==> config.mk <==
export PLATFORM = sky130hd
export DESIGN_NAME = exposure_record_byte_parser
export DESIGN_NICKNAME = d
export VERILOG_FILES = /design/src/sv/erbp_pkg.sv /design/src/sv/erbp_decoder.sv /design/src/sv/erbp_queue.sv /design/src/sv/exposure_record_byte_parser.sv
export SDC_FILE = /design/constraint.sdc
export NUM_CORES = 1
export LEC_CHECK = 0
export ABC_CLOCK_PERIOD_IN_PS = 14450
export BUFFER_PORTS_ARGS = -buffer_cell sky130_fd_sc_hd__buf_2
export CAP_MARGIN = 0
export CORE_UTILIZATION = 35
export DETAILED_ROUTE_END_ITERATION = 10
export GPL_TIMING_DRIVEN = 0
export PLACE_DENSITY = 0.53
export SYNTH_ARGS = -nofsm -noshare
export SYNTH_HDL_FRONTEND = slang
export SYNTH_SLANG_ARGS = --single-unit
==> constraint.sdc <==
create_clock -name clk -period 14.45 [get_ports clk]
set_clock_uncertainty 0.15 [all_clocks]
set_input_delay 1.445 -clock clk [delete_from_list [all_inputs] [get_ports clk]]
set_output_delay 1.445 -clock clk [all_outputs]
set_load 0.02 [all_outputs]
==> src/sv/erbp_pkg.sv <==
// ----------------------------------------------------------------------------
// Exposure record byte parser package
// Shared types, field tags, record positions and decode helpers.
// ----------------------------------------------------------------------------
`default_nettype none

package erbp_pkg;

  localparam int NOTE_LENGTH_DEFAULT = 32;
  localparam int MAX_RESULTS = 4;
  localparam int QUEUE_DEPTH = 8;

  localparam logic [4:0] TAG_FRAME      = 5'd0;
  localparam logic [4:0] TAG_FILM       = 5'd1;
  localparam logic [4:0] TAG_SHUTTER    = 5'd2;
  localparam logic [4:0] TAG_APERTURE   = 5'd3;
  localparam logic [4:0] TAG_MODE       = 5'd4;
  localparam logic [4:0] TAG_FOCAL      = 5'd5;
  localparam logic [4:0] TAG_FLASH      = 5'd6;
  localparam logic [4:0] TAG_METERING   = 5'd7;
  localparam logic [4:0] TAG_AV_OVR     = 5'd8;
  localparam logic [4:0] TAG_TV_OVR     = 5'd9;
  localparam logic [4:0] TAG_ISO        = 5'd10;
  localparam logic [4:0] TAG_YEAR       = 5'd11;
  localparam logic [4:0] TAG_MONTH      = 5'd12;
  localparam logic [4:0] TAG_DAY        = 5'd13;
  localparam logic [4:0] TAG_HOUR       = 5'd14;
  localparam logic [4:0] TAG_MINUTE     = 5'd15;
  localparam logic [4:0] TAG_SECOND     = 5'd16;
  localparam logic [4:0] TAG_LENS_AV    = 5'd17;
  localparam logic [4:0] TAG_BRACKET    = 5'd18;
  localparam logic [4:0] TAG_CORRECTION = 5'd19;
  localparam logic [4:0] TAG_MULTI_EXP  = 5'd20;
  localparam logic [4:0] TAG_LENS_LOW   = 5'd21;
  localparam logic [4:0] TAG_LENS_HIGH  = 5'd22;
  localparam logic [4:0] TAG_NOTE_CHAR  = 5'd23;
  localparam logic [4:0] TAG_REC_END    = 5'd24;
  localparam logic [4:0] TAG_DATA_END   = 5'd25;

  localparam logic [4:0] POS_START = 5'd0;
  localparam logic [4:0] POS_FLASH = 5'd7;
  localparam logic [4:0] POS_FLAGS = 5'd16;
  localparam logic [4:0] POS_CORR  = 5'd17;
  localparam logic [4:0] POS_ME    = 5'd18;
  localparam logic [4:0] POS_LENS  = 5'd19;
  localparam logic [4:0] POS_NOTE  = 5'd23;
  localparam logic [4:0] POS_SKIP  = 5'd24;

  localparam logic [7:0] END_BYTE = 8'hFF;

  typedef struct packed {
    logic [4:0]         tag;
    logic signed [16:0] value;
    logic               short_rec;
    logic               last;
  } result_t;

  typedef struct packed {
    logic [2:0]         count;
    result_t [3:0]      item;
  } push_t;

  function automatic logic [7:0] bcd(input logic [7:0] b);
    logic [7:0] hi;
    hi = {4'd0, b[7:4]};
    return (hi << 3) + (hi << 1) + {4'd0, b[3:0]};
  endfunction

  function automatic logic [7:0] remap(input logic [7:0] c);
    logic [7:0] r;
    case (c)
      8'hE0:   r = 8'h8E;
      8'hE4:   r = 8'h99;
      8'hE6:   r = 8'h9A;
      default: r = c;
    endcase
    return r;
  endfunction

  function automatic result_t mk(input logic [4:0] tag, input logic signed [16:0] value,
                                 input logic short_rec);
    result_t r;
    r.tag = tag;
    r.value = value;
    r.short_rec = short_rec;
    r.last = 1'b0;
    return r;
  endfunction

endpackage

`default_nettype wire

==> src/sv/erbp_decoder.sv <==
// ----------------------------------------------------------------------------
// Exposure record decoder
// Holds the record state and turns one byte into up to four tagged results.
// ----------------------------------------------------------------------------
`default_nettype none

module erbp_decoder #(
  parameter int NOTE_LENGTH = erbp_pkg::NOTE_LENGTH_DEFAULT
) (
  input  wire logic               clk,
  input  wire logic               rst,
  input  wire logic               cfg_we,
  input  wire logic signed [14:0] cfg_wdata,
  input  wire logic               accept,
  input  wire logic [7:0]         data_byte,
  input  wire logic               end_of_file,
  output erbp_pkg::push_t         push
);

  logic signed [14:0] film_number_offset;
  logic [4:0]         byte_position, byte_position_next;
  logic [7:0]         option_flags, option_flags_next;
  logic               flash_low_bit, flash_low_bit_next;
  logic [3:0]         film_hundreds, film_hundreds_next;
  logic [7:0]         high_byte_hold, high_byte_hold_next;
  logic [7:0]         note_count, note_count_next;
  logic               note_stopped, note_stopped_next;
  logic               data_done, data_done_next;

  function automatic logic [4:0] next_section(input logic [4:0] p, input logic [7:0] f);
    logic [4:0] r;
    if (p <= erbp_pkg::POS_CORR && f[5]) begin
      r = erbp_pkg::POS_CORR;
    end else if (p <= erbp_pkg::POS_ME && f[4]) begin
      r = erbp_pkg::POS_ME;
    end else if (p <= erbp_pkg::POS_LENS && f[2]) begin
      r = erbp_pkg::POS_LENS;
    end else if (p <= erbp_pkg::POS_NOTE && f[1]) begin
      r = erbp_pkg::POS_NOTE;
    end else begin
      r = erbp_pkg::POS_SKIP;
    end
    return r;
  endfunction

  always_comb begin
    logic [2:0]         n;
    logic [7:0]         b;
    logic [7:0]         bv;
    logic [10:0]        h100;
    logic signed [16:0] film;
    logic [11:0]        year;
    logic               stop_v;
    logic [7:0]         cnt;
    b = data_byte;
    bv = erbp_pkg::bcd(data_byte);
    h100 = {1'b0, film_hundreds, 6'd0} + {2'b0, film_hundreds, 5'd0}
         + {5'd0, film_hundreds, 2'd0};
    film = $signed({6'd0, h100}) + $signed({9'd0, bv})
         + $signed({{2{film_number_offset[14]}}, film_number_offset});
    year = (bv < 8'd80) ? (12'd2000 + {4'd0, bv}) : (12'd1900 + {4'd0, bv});
    stop_v = note_stopped | (b == 8'd0);
    cnt = note_count + 8'd1;
    n = 3'd0;
    push.item = '0;
    byte_position_next = byte_position;
    option_flags_next = option_flags;
    flash_low_bit_next = flash_low_bit;
    film_hundreds_next = film_hundreds;
    high_byte_hold_next = high_byte_hold;
    note_count_next = note_count;
    note_stopped_next = note_stopped;
    data_done_next = data_done;

    if (accept && !data_done) begin
      if (end_of_file) begin
        if (byte_position != erbp_pkg::POS_START) begin
          if (byte_position == erbp_pkg::POS_FLASH) begin
            push.item[n[1:0]] = erbp_pkg::mk(erbp_pkg::TAG_FLASH,
                                             {16'd0, flash_low_bit}, 1'b0);
            n = n + 3'd1;
          end
          push.item[n[1:0]] = erbp_pkg::mk(erbp_pkg::TAG_REC_END, '0,
                                           byte_position <= erbp_pkg::POS_FLASH);
          n = n + 3'd1;
        end
        push.item[n[1:0]] = erbp_pkg::mk(erbp_pkg::TAG_DATA_END, '0, 1'b0);
        n = n + 3'd1;
        byte_position_next = erbp_pkg::POS_START;
        data_done_next = 1'b1;
      end else begin
        byte_position_next = byte_position + 5'd1;
        case (byte_position)
          erbp_pkg::POS_START: begin
            if (b == erbp_pkg::END_BYTE) begin
              push.item[0] = erbp_pkg::mk(erbp_pkg::TAG_DATA_END, '0, 1'b0);
              n = 3'd1;
              data_done_next = 1'b1;
              byte_position_next = erbp_pkg::POS_START;
            end else begin
              option_flags_next = 8'd0;
              flash_low_bit_next = 1'b0;
              high_byte_hold_next = 8'd0;
              push.item[0] = erbp_pkg::mk(erbp_pkg::TAG_FRAME, {9'd0, bv}, 1'b0);
              n = 3'd1;
            end
          end
          5'd1: film_hundreds_next = b[3:0];
          5'd2: begin
            push.item[0] = erbp_pkg::mk(erbp_pkg::TAG_FILM, film, 1'b0);
            n = 3'd1;
          end
          5'd3: begin
            flash_low_bit_next = b[0];
            push.item[0] = erbp_pkg::mk(erbp_pkg::TAG_SHUTTER, {9'd0, b & 8'hFC}, 1'b0);
            n = 3'd1;
          end
          5'd4: begin
            push.item[0] = erbp_pkg::mk(erbp_pkg::TAG_APERTURE, {9'd0, b & 8'h7C}, 1'b0);
            push.item[1] = erbp_pkg::mk(erbp_pkg::TAG_MODE, {9'd0, b & 8'h83}, 1'b0);
            n = 3'd2;
          end
          5'd5, erbp_pkg::POS_LENS, 5'd21: high_byte_hold_next = b;
          5'd6: begin
            push.item[0] = erbp_pkg::mk(erbp_pkg::TAG_FOCAL, {1'b0, high_byte_hold, b}, 1'b0);
            n = 3'd1;
          end
          erbp_pkg::POS_FLASH: begin
            if (b == erbp_pkg::END_BYTE) begin
              push.item[0] = erbp_pkg::mk(erbp_pkg::TAG_FLASH, {16'd0, flash_low_bit}, 1'b0);
              push.item[1] = erbp_pkg::mk(erbp_pkg::TAG_REC_END, '0, 1'b1);
              n = 3'd2;
              byte_position_next = erbp_pkg::POS_START;
            end else begin
              push.item[0] = erbp_pkg::mk(erbp_pkg::TAG_FLASH,
                                          {9'd0, (b & 8'h8E) | {7'd0, flash_low_bit}}, 1'b0);
              push.item[1] = erbp_pkg::mk(erbp_pkg::TAG_METERING, {9'd0, b & 8'h11}, 1'b0);
              push.item[2] = erbp_pkg::mk(erbp_pkg::TAG_AV_OVR, {9'd0, b & 8'h20}, 1'b0);
              push.item[3] = erbp_pkg::mk(erbp_pkg::TAG_TV_OVR, {9'd0, b & 8'h40}, 1'b0);
              n = 3'd4;
            end
          end
          5'd8: begin
            push.item[0] = erbp_pkg::mk(erbp_pkg::TAG_ISO, {9'd0, b & 8'hFE}, 1'b0);
            n = 3'd1;
          end
          5'd9: begin
            push.item[0] = erbp_pkg::mk(erbp_pkg::TAG_YEAR, {5'd0, year}, 1'b0);
            n = 3'd1;
          end
          5'd10: begin
            push.item[0] = erbp_pkg::mk(erbp_pkg::TAG_MONTH, {9'd0, bv}, 1'b0);
            n = 3'd1;
          end
          5'd11: begin
            push.item[0] = erbp_pkg::mk(erbp_pkg::TAG_DAY, {9'd0, bv}, 1'b0);
            n = 3'd1;
          end
          5'd12: begin
            push.item[0] = erbp_pkg::mk(erbp_pkg::TAG_HOUR, {9'd0, b}, 1'b0);
            n = 3'd1;
          end
          5'd13: begin
            push.item[0] = erbp_pkg::mk(erbp_pkg::TAG_MINUTE, {9'd0, b}, 1'b0);
            n = 3'd1;
          end
          5'd14: begin
            push.item[0] = erbp_pkg::mk(erbp_pkg::TAG_SECOND, {9'd0, b}, 1'b0);
            n = 3'd1;
          end
          5'd15: begin
            push.item[0] = erbp_pkg::mk(erbp_pkg::TAG_LENS_AV, {9'd0, b & 8'h7C}, 1'b0);
            n = 3'd1;
          end
          erbp_pkg::POS_FLAGS: begin
            option_flags_next = b;
            push.item[0] = erbp_pkg::mk(erbp_pkg::TAG_BRACKET, {16'd0, b[0]}, 1'b0);
            n = 3'd1;
            byte_position_next = next_section(erbp_pkg::POS_CORR, b);
          end
          erbp_pkg::POS_CORR: begin
            push.item[0] = erbp_pkg::mk(erbp_pkg::TAG_CORRECTION, {9'd0, b}, 1'b0);
            n = 3'd1;
            byte_position_next = next_section(erbp_pkg::POS_ME, option_flags);
          end
          erbp_pkg::POS_ME: begin
            push.item[0] = erbp_pkg::mk(erbp_pkg::TAG_MULTI_EXP, {9'd0, bv}, 1'b0);
            n = 3'd1;
            byte_position_next = next_section(erbp_pkg::POS_LENS, option_flags);
          end
          5'd20: begin
            push.item[0] = erbp_pkg::mk(erbp_pkg::TAG_LENS_LOW,
                                        {1'b0, high_byte_hold, b}, 1'b0);
            n = 3'd1;
          end
          5'd22: begin
            push.item[0] = erbp_pkg::mk(erbp_pkg::TAG_LENS_HIGH,
                                        {1'b0, high_byte_hold, b}, 1'b0);
            n = 3'd1;
            byte_position_next = next_section(erbp_pkg::POS_NOTE, option_flags);
          end
          erbp_pkg::POS_NOTE: begin
            if (b == erbp_pkg::END_BYTE) begin
              push.item[0] = erbp_pkg::mk(erbp_pkg::TAG_REC_END, '0, 1'b0);
              n = 3'd1;
              byte_position_next = erbp_pkg::POS_START;
            end else begin
              note_stopped_next = stop_v;
              if (!stop_v) begin
                push.item[0] = erbp_pkg::mk(erbp_pkg::TAG_NOTE_CHAR,
                                            {9'd0, erbp_pkg::remap(b)}, 1'b0);
                n = 3'd1;
              end
              note_count_next = cnt;
              byte_position_next = (cnt >= 8'(NOTE_LENGTH)) ? erbp_pkg::POS_SKIP
                                                            : erbp_pkg::POS_NOTE;
            end
          end
          default: begin
            if (b == erbp_pkg::END_BYTE) begin
              push.item[0] = erbp_pkg::mk(erbp_pkg::TAG_REC_END, '0, 1'b0);
              n = 3'd1;
              byte_position_next = erbp_pkg::POS_START;
            end else begin
              byte_position_next = erbp_pkg::POS_SKIP;
            end
          end
        endcase
        if (byte_position_next == erbp_pkg::POS_NOTE && byte_position != erbp_pkg::POS_NOTE) begin
          note_count_next = 8'd0;
          note_stopped_next = 1'b0;
        end
      end
    end
    if (n != 3'd0) begin
      push.item[2'(n - 3'd1)].last = 1'b1;
    end
    push.count = n;
  end

  always_ff @(posedge clk) begin
    if (rst) begin
      film_number_offset <= '0;
      byte_position <= erbp_pkg::POS_START;
      option_flags <= '0;
      flash_low_bit <= 1'b0;
      film_hundreds <= '0;
      high_byte_hold <= '0;
      note_count <= '0;
      note_stopped <= 1'b0;
      data_done <= 1'b0;
    end else begin
      if (cfg_we) begin
        film_number_offset <= cfg_wdata;
      end
      byte_position <= byte_position_next;
      option_flags <= option_flags_next;
      flash_low_bit <= flash_low_bit_next;
      film_hundreds <= film_hundreds_next;
      high_byte_hold <= high_byte_hold_next;
      note_count <= note_count_next;
      note_stopped <= note_stopped_next;
      data_done <= data_done_next;
    end
  end

endmodule

`default_nettype wire

==> src/sv/erbp_queue.sv <==
// ----------------------------------------------------------------------------
// Result queue
// Takes up to four results a cycle and hands them out one at a time.
// ----------------------------------------------------------------------------
`default_nettype none

module erbp_queue (
  input  wire logic              clk,
  input  wire logic              rst,
  input  wire erbp_pkg::push_t   push,
  input  wire logic              pop,
  output logic                   full,
  output logic                   not_empty,
  output erbp_pkg::result_t      head
);

  localparam int DEPTH = erbp_pkg::QUEUE_DEPTH;
  localparam int PTR_W = $clog2(DEPTH);
  localparam int CNT_W = $clog2(DEPTH + 1);

  erbp_pkg::result_t mem [DEPTH];
  logic [PTR_W-1:0]  wr_ptr;
  logic [PTR_W-1:0]  rd_ptr;
  logic [CNT_W-1:0]  count;

  assign not_empty = (count != '0);
  assign full = (count > CNT_W'(DEPTH - erbp_pkg::MAX_RESULTS));
  assign head = mem[rd_ptr];

  always_ff @(posedge clk) begin
    for (int k = 0; k < erbp_pkg::MAX_RESULTS; k++) begin
      if (3'(k) < push.count) begin
        mem[wr_ptr + PTR_W'(k)] <= push.item[k];
      end
    end
  end

  always_ff @(posedge clk) begin
    if (rst) begin
      wr_ptr <= '0;
      rd_ptr <= '0;
      count <= '0;
    end else begin
      wr_ptr <= wr_ptr + PTR_W'(push.count);
      rd_ptr <= rd_ptr + PTR_W'(pop);
      count <= count + CNT_W'(push.count) - CNT_W'(pop);
    end
  end

endmodule

`default_nettype wire

==> src/sv/exposure_record_byte_parser.sv <==
// ----------------------------------------------------------------------------
// Exposure record byte parser
// Parses an exposure record byte stream into tagged field words.
//
//   Channel  Direction  Handshake           Payload
//   input    in         in_valid/in_stall   data_byte, end_of_file
//   output   out        out_valid/out_stall field_tag, field_value,
//                                           short_record, last_of_run
//   config   in         cfg_we              cfg_wdata
//
// One byte is accepted per cycle while in_stall is low; it is decoded in
// the same cycle into zero to four results that are written into an
// eight-entry queue. Results leave the queue one per cycle while out_stall
// is low. in_stall is high while fewer than four queue entries are free.
// Synchronous reset clears the record state, the offset and the queue.
// ----------------------------------------------------------------------------
`default_nettype none

module exposure_record_byte_parser #(
  parameter int NOTE_LENGTH = erbp_pkg::NOTE_LENGTH_DEFAULT
) (
  input  wire logic               clk,
  input  wire logic               rst,
  input  wire logic               cfg_we,
  input  wire logic signed [14:0] cfg_wdata,
  input  wire logic               in_valid,
  output logic                    in_stall,
  input  wire logic [7:0]         data_byte,
  input  wire logic               end_of_file,
  output logic                    out_valid,
  input  wire logic               out_stall,
  output logic [4:0]              field_tag,
  output logic signed [16:0]      field_value,
  output logic                    short_record,
  output logic                    last_of_run
);

  erbp_pkg::push_t   push;
  erbp_pkg::result_t head;
  logic              accept;

  assign accept = in_valid && !in_stall;

  erbp_decoder #(
    .NOTE_LENGTH(NOTE_LENGTH)
  ) u_decoder (
    .clk        (clk),
    .rst        (rst),
    .cfg_we     (cfg_we),
    .cfg_wdata  (cfg_wdata),
    .accept     (accept),
    .data_byte  (data_byte),
    .end_of_file(end_of_file),
    .push       (push)
  );

  erbp_queue u_queue (
    .clk      (clk),
    .rst      (rst),
    .push     (push),
    .pop      (out_valid && !out_stall),
    .full     (in_stall),
    .not_empty(out_valid),
    .head     (head)
  );

  assign field_tag = head.tag;
  assign field_value = head.value;
  assign short_record = head.short_rec;
  assign last_of_run = head.last;

endmodule

`default_nettype wire

* After elaboration in Yosys (flattened, before gate mapping)
Memories as Yosys holds them, arrays and structs flattened. A register that Yosys moved wholly into a read port is not among the register bits.
Cells that the tools add are included.
** Cells by class
- Add/subtract/negate cells :: 20
- $lt $le $gt $ge :: 14
- Equality and inequality tests :: 31
- Mux-type cells :: 81
- Bitwise operators :: 6
- Reduce and logical (&&, ||, !) cells :: 32
** Operators with widths (number)
- $mux 96 :: 6
- $pmux 24 s21 :: 1
- $mux 24 :: 9
- $bwmux 96 :: 2
- $demux 24 s2 :: 3
- $mux 47 :: 2
- $and 84x84->84 :: 1
- $not 84->84 :: 1
- $mux 5 :: 10
- $mux 48 :: 1
- $pmux 24 s2 :: 1
- $eq 5x5->1 const B :: 9
- $eq 5x4->1 const B :: 8
- $pmux 5 s7 :: 1
- $reduce_or 17->1 :: 2
- $mux 3 :: 11
- $eq 8x8->1 const B :: 4
- $mux 8 :: 4
- $add 11x8->12 const A :: 2
- $pmux 8 s3 :: 1
- $mux 22 :: 1
- $eq 5x3->1 const B :: 4
- $mux 1 :: 19
- $add 13x15->16 :: 1
- 49 further kinds :: 80
** Word-level totals
- Register bits :: 58
- Memory bits (writable) :: 192
- Output and inout port bits :: 26
- Memories kept :: 1
** Memories
- u_queue.mem :: words 8, bits a word 24, rd ports 1, clocked after Yosys merged registers in 1, wr ports 4, line erbp_queue.sv:21 : erbp_pkg::result_t mem [DEPTH];

* Logic depth before layout (Yosys ltp)
Gate-level depths: netlist (run 1).
- Depth after elaboration :: 19
- Gate-level depth with buffers :: 25

* Cells and area by module
A second synthesis (run 1) with hierarchy kept.
** Second synthesis, totals
- Cells, all modules :: 1979
- Area total of the unflattened synthesis :: 18448.9 sq um
** By module, submodules not included
- erbp_queue :: times used 1, cells an instance 1242, area each 13103.8 sq um, sequential area each 5965.7 sq um
- erbp_decoder :: times used 1, cells an instance 735, area each 5317.6 sq um, sequential area each 920.9 sq um
- exposure_record_byte_parser :: times used 1, cells an instance 2, area each 27.5 sq um, sequential area each 0.0 sq um

* Worst setup path before layout (run 1)
No wires, ideal clock.
- Kind :: in2reg
- Start :: in data_byte[4]
- End :: mem u_queue.mem[0][17] (netlist bit) (data pin)
- Arrival time :: 6.513 ns
- Path slack :: 7.513 ns
- Stages on the path :: 21
- Cell sequence :: clkbuf_2 > inv_1 > fa_1 > inv_1 > ha_1 > a211oi_1 > nor2_1 > xor2_1 > fa_1 > ha_1 > a21oi_1 > o21bai_1 > a21oi_1 > xnor2_1 > ha_1 > nand2_1 > o21a_1 > o31ai_1 > a211oi_1 > a31oi_1 > nor2_1
** RTL lines
- from (decl) :: line exposure_record_byte_parser.sv:28 : input wire logic [7:0] data_byte,
- to (decl) :: line erbp_queue.sv:21

==> results of run 1 <==
cell families (layout without fill, tap and decap cells):
logic type,Yosys count,count (layout),synth area share [%]
adder cells (fa/ha/maj),61,61,5.26
multiplexers,103,103,10.6
AO/OA/AOI/OAI,428,428,18.3
flip-flops,248,248,43.6
AND/OR/NAND/NOR,545,545,16.7
buffers and inverters,151,265,4.00
XOR/XNOR,26,26,1.44
routing by layer:
layer / share of wire [%] / routed length [µm] / vias up / global-route usage (%)
met1: 44 / 26300 / 6686 / 35.0
li1: - / - / 6161 / -
met5: 0 / 0 / - / 0
met3: 5.9 / 3560 / 97 / 3.62
met4: 2.7 / 1620 / 0 / 7.40
met2: 48 / 28500 / 469 / 43.0
how the worst max path moves through the flow:
stage / start / endpoint / slack [ns] / cells after the start
after floorplan: data_byte[4] / u_queue.mem[0][17]$_SDFFCE_PP0P_ / 7.51 / 21
after global placement: data_byte[6] / u_queue.mem[5][17]$_SDFFCE_PP0P_ / 5.90 / 21
after detailed placement: data_byte[6] / u_queue.mem[6][17]$_SDFFCE_PP0P_ / 5.82 / 21
after CTS: data_byte[6] / u_queue.mem[0][17]$_SDFFCE_PP0P_ / 6.45 / 21
after global routing: data_byte[6] / u_queue.mem[0][17]$_SDFFCE_PP0P_ / 5.77 / 21
final: data_byte[6] / u_queue.mem[3][17]$_SDFFCE_PP0P_ / 6.36 / 21
synthesized netlist by cell type (12+ instances only):
master	instances
buf_1	13
nand2_1	103
o21ai_1	18
a32oi_1	12
nand2b_1	12
nand4_1	17
nor2b_1	23
dfxtp_1	56
ha_1	52
mux4_2	48
o21ai_0	63
a21oi_1	107
mux2i_1	20
nor3_1	47
o22ai_1	41
mux2_2	35
a31oi_1	21
buf_2	25
xnor2_1	17
inv_1	57
a22oi_1	16
clkbuf_1	42
nand3_1	51
edfxtp_1	192
nor2_1	203
a211oi_1	21
where the power goes:
| part | internal [mW] | switching (mW) | total (mW) | leakage (nW) |
|---|---|---|---|---|
| clock | 0.421 | 0.333 | 0.754 | 0.469 |
| sequential | 0.870 | 0.0301 | 0.900 | 2.21 |
| combinational | 0.381 | 0.700 | 1.08 | 3.54 |
| total | 1.67 | 1.06 | 2.73 | 6.22 |
sequential cells by signal, summed over array words and instances (netlist names):
name,flops
u_decoder.data_done,1
u_queue.mem,192
u_decoder.high_byte_hold,8
u_decoder.note_count,8
u_queue.count,4
u_decoder.film_hundreds,4
u_queue.rd_ptr,3
u_decoder.flash_low_bit,1
u_decoder.note_stopped,1
u_decoder.film_number_offset,15
u_decoder.option_flags,3
u_decoder.byte_position,5
u_queue.wr_ptr,3
metrics by stage:
stage / hold slack [ns] / util (%) / cells / setup slack (ns) / power, mW
floorplan: 0.277 / - / 1562 / 7.51 / 1.61
detailed placement: 0.291 / 38.4 / 2212 / 5.82 / 1.99
global placement: 0.290 / 37.9 / 2206 / 5.90 / 1.96
CTS: 0.298 / 40.6 / 2268 / 6.45 / 2.74
global route: 0.332 / 40.6 / 2268 / 5.77 / 2.86
finish: 0.296 / 40.6 / 2268 / 6.36 / 2.73
cell type report:
cell class / instances / area (µm²) / area share (%)
buffer: 90 / 403 / 2.24
timing repair buffer: 58 / 418 / 2.32
clock buffer: 34 / 766 / 4.25
inverter: 61 / 229 / 1.27
tap: 592 / 741 / 4.11
multi-input combinational: 1163 / 8360 / 46.4
sequential: 248 / 6890 / 38.2
clock inverter: 22 / 209 / 1.16
tightest hold or removal path: cells and delay by family (launching register included):
kind | cells | cell delay, ns
simple gates | 1 | 0.05
compound gates | 1 | 0.05
flops | 1 | 0.30
==> metrics, run 1 <==
flops & latches, synth=248; Ys Warns=0; R2R setup slack=9.46 ns; largest area contributor in the netlist=edfxtp_1; Max-Slew Margin vs Limit=9.13%; WHS Path Cells=2; Layout Nets=1742; first-pass GRT wire length=88700 µm; io pins=55; leading register cell type out of synthesis=edfxtp_1; # DRC=0; Post-synth EDFFs=192; fin area=18000 µm²; post-synth cell types=96; Initial Utilization=35.6%; hpwl dp=44500 µm; DRT antenna net count=0; critical path launch point type=primary input; Antenna diodes=0; FF-to-FF path depth=12; GRT Total Usage=25.9%; clock slew at reported path FFs=0.06 ns; sequential share of the synthesized area=43.6%; Mapped Nets=1652; top-area cell type share of the netlist area=36.5%; clk buf depth=3; final wirelength=59900 µm; max_cap viols=0; Resized cells post-CTS=0; pins over their slew limit=0; outcome=finished clean; pin count of the biggest net entering global routing=25; cts hold-fix bufs=0; reg2reg end=u_queue.mem[5][16]$_SDFFCE_PP0P_; buffers plus inverters on the worst setup path=4; Area contributors post-synth=edfxtp_1, dfxtp_1, mux4_2; Max Clock Freq=0.124 GHz; CTS Sinks=248; vias in the first global route=13284; hold path start=u_decoder.high_byte_hold[1]$_SDFFE_PP0P_; Crit Path Max Fanout=9; DRT Pass-1 Iters=5; DIE HEIGHT=214 µm; mean area per synthesized cell=10.1 µm²; DRT iter0 DRCs=1329; VDD IR max=0.114 mV; via count=13413; min-delay worst type=reg2reg; share of cells above drive strength 1=16.6%; Syn Inst Count=1562; leakage=6.22 nW; Die Area=46000 µm²; row cnt=77; Final Hold Vio Count=0; placer congestion estimate=0.966; P&R area growth vs syn=14.1%; CTS H-tree lvls=1; CTS tree=done; CTS Buf Count=30; final setup fails=0; Synth Cell Area=15800 µm²; # Post-CTS Setup Buffers=0; PD cells=152 nW/µm²; core area=44300 µm²; Hold EP=u_decoder.high_byte_hold[1]$_SDFFE_PP0P_; Synth async-reset ratio=0%; commonest non-fill, non-tap cells in the layout=nor2_1, edfxtp_1, a21oi_1, nand2_1, buf_2; Final TNS setup=0 ns; CP most frequent cell=ha_1; clk_lat worst skew=0.60 ns; Die W=214 µm; DP Area=17000 µm²; Crit Path Category=in2reg; reg2reg start=u_decoder.byte_position[0]$_SDFFE_PP0P_; CP delay by family, top=compound AO/OA/AOI/OAI gates; vias per cell=5.91; initial antenna violation count=0; RSZ-0062 raised after global routing=false; CP required=14.62 ns; Critical Path End Type=flip-flop; CP peak stage delay=0.79 ns; fillers=4426; Tcrit/Tclk final=56.0%; global route overflow=0; post-DR wirelength/cell=26.4 µm; slowest CP cell=o31ai_1; CP cell instances=buf_2 > clkinv_1 > fa_1 > inv_1 > ha_1 > a211oi_1 > nor2_1 > xor2_1 > fa_1 > ha_1 > a21oi_1 > o21bai_1 > a21o_1 > a21oi_1 > xnor2_1 > ha_1 > inv_1 > o31ai_1 > a211oi_1 > a31oi_1 > nor2_1; Port Buf Inserts=52; post-layout min period=8.09 ns; most common cell after layout, fill and taps aside=nor2_1; Critical Path AT=8.26 ns; Worst-Margin Slew=1.35 ns; clk root buf=clkbuf_16
Note: power is estimated with default switching activity, not from simulation.
==> inputs of run 2 (changes only) <==
- ABC_CLOCK_PERIOD_IN_PS: 14450 -> 7920
- clock period: 14.45 -> 7.92 ns (I/O delays scaled with it)
==> metrics, run 2 (synthesized netlist as in run 1, its figures left out) <==
outcome=finished clean; clk root buf=clkbuf_16; CTS Sinks=248; vias per cell=5.92; hpwl dp=44500 µm; VDD IR max=0.209 mV; Hold Slack=0.278 ns; Antenna diodes=0; DIE HEIGHT=214 µm; Hold EP=u_decoder.film_number_offset[2]$_SDFFE_PP0P_; via count=13426; cts hold-fix bufs=0; GRT Total Usage=25.9%; core area=44300 µm²; row cnt=77; PD cells=277 nW/µm²; top flop regs=u_queue.mem x192, u_decoder.film_number_offset x15; DRT Pass-1 Iters=7; Die W=214 µm; WHS Path Cells=3; most common cell after layout, fill and taps aside=nor2_1; Critical Path AT=7.44 ns; # DRC=0; Initial Utilization=35.6%; placer congestion estimate=0.966; leakage=6.22 nW; CTS tree=done; vias in the first global route=13284; placed cell count=2212; pin count of the biggest net entering global routing=25; Tcrit/Tclk final=92.0%; CTS H-tree lvls=1; hold path start=cfg_wdata[2]; Max-Slew Margin vs Limit=11.5%; clk buf depth=3; Die Area=46000 µm²; final wirelength=60000 µm; P&R area growth vs syn=14.2%; pins over their slew limit=0; launch point of the worst path=data_byte[6]; commonest non-fill, non-tap cells in the layout=nor2_1, edfxtp_1, a21oi_1, nand2_1, buf_2; CTS Buf Count=30; initial antenna violation count=0; io pins=55; share of cells above drive strength 1=16.7%; number of flip-flops in the largest register=192; fillers=4425; post-DR wirelength/cell=26.5 µm; Port Buf Inserts=52; critical path launch point type=primary input; min-delay worst type=in2reg; DRT iter0 DRCs=1312; first-pass GRT wire length=88700 µm; Worst-Margin Slew=1.32 ns; Post-Layout Cell Count=2268; register with the most flip-flops=u_queue.mem; R2R setup slack=2.90 ns; Max Clock Freq=0.137 GHz; final setup fails=0; post-layout min period=7.29 ns; Crit Path Category=in2reg; Crit Path Max Fanout=9; Layout Nets=1742; reg2reg end=u_queue.mem[5][19]$_DFFE_PP_; global route overflow=0; CP required=8.07 ns; RSZ-0062 raised after global routing=false; Critical Path End Type=flip-flop; clk_lat worst skew=0.60 ns; Final Hold Vio Count=0; clock slew at reported path FFs=0.06 ns; max_cap viols=0; FF-to-FF path depth=12; DRT antenna net count=0; reg2reg start=u_decoder.byte_position[0]$_SDFFE_PP0P_
run 2: cell counts in the layout (fill, tap and decap cells not counted):
Identical to the previous run, type by type.
run 2: worst max-delay path by stage:
stage                                             endpoint  depth (start not counted)
after floorplan           u_queue.mem[0][17]$_SDFFCE_PP0P_                         21
after global placement    u_queue.mem[5][17]$_SDFFCE_PP0P_                         21
after detailed placement  u_queue.mem[6][17]$_SDFFCE_PP0P_                         21
after CTS                 u_queue.mem[0][17]$_SDFFCE_PP0P_                         21
after global routing      u_queue.mem[1][17]$_SDFFCE_PP0P_                         21
final                     u_queue.mem[7][11]$_SDFFCE_PP0P_                         22
run 2: what timing repair did:
item	CTS	global route
gates resized for setup	0	2
setup endpoints to repair	0	9
setup buffers	0	0
run 2: layer usage:
metal | vias up | track usage (%) | share of wire (%)
met4 | 0 | 7.40 | 2.6
met2 | 503 | 43.0 | 48
li1 | 6151 | - | -
met1 | 6675 | 35.0 | 44
met5 | - | 0 | 0
met3 | 97 | 3.62 | 6.1
run 2: final cells by class:
type	instances	area (µm²)	area share, %
Buffer	90	403	2.24
Clock buffer	34	766	4.25
Clock inverter	22	209	1.16
Inverter	61	229	1.27
Multi-Input combinational cell	1163	8370	46.4
Sequential cell	248	6890	38.2
Tap cell	592	741	4.11
Timing Repair Buffer	58	418	2.32
run 2: power breakdown:
part	switching [mW]	internal [mW]	total, mW
clock network	0.609	0.769	1.38
logic	1.28	0.694	1.97
registers	0.0548	1.59	1.64
total	1.94	3.05	4.99
run 2: worst max-delay path, stage by stage:
cell	delay, ns
buf_2	0.22
clkinv_1	0.44
fa_1	0.65
inv_1	0.08
ha_1	0.29
a211oi_1	0.32
nor2_1	0.10
xor2_1	0.67
fa_1	0.54
ha_1	0.35
a21oi_1	0.22
o21bai_1	0.09
a21oi_1	0.21
xnor2_1	0.22
ha_1	0.32
a21oi_1	0.18
nand2_1	0.07
a21oi_1	0.30
o21a_1	0.19
nor3_1	0.07
o31ai_1	1.02
nor2_1	0.09
run 2: per-stage QoR:
stage          power [mW]  utilization (%)  instance area, µm²  setup TNS, ns  setup WS [ns]
2_1_floorplan        2.94                -               15800              0           1.64
3_3_place_gp         3.58             37.9               16800              0         0.0194
3_5_place_dp         3.63             38.4               17000         -0.309        -0.0594
4_1_cts              5.01             40.6               18000              0          0.570
5_1_grt              5.21             40.7               18000              0          0.148
6_report             4.99             40.7               18000              0          0.633
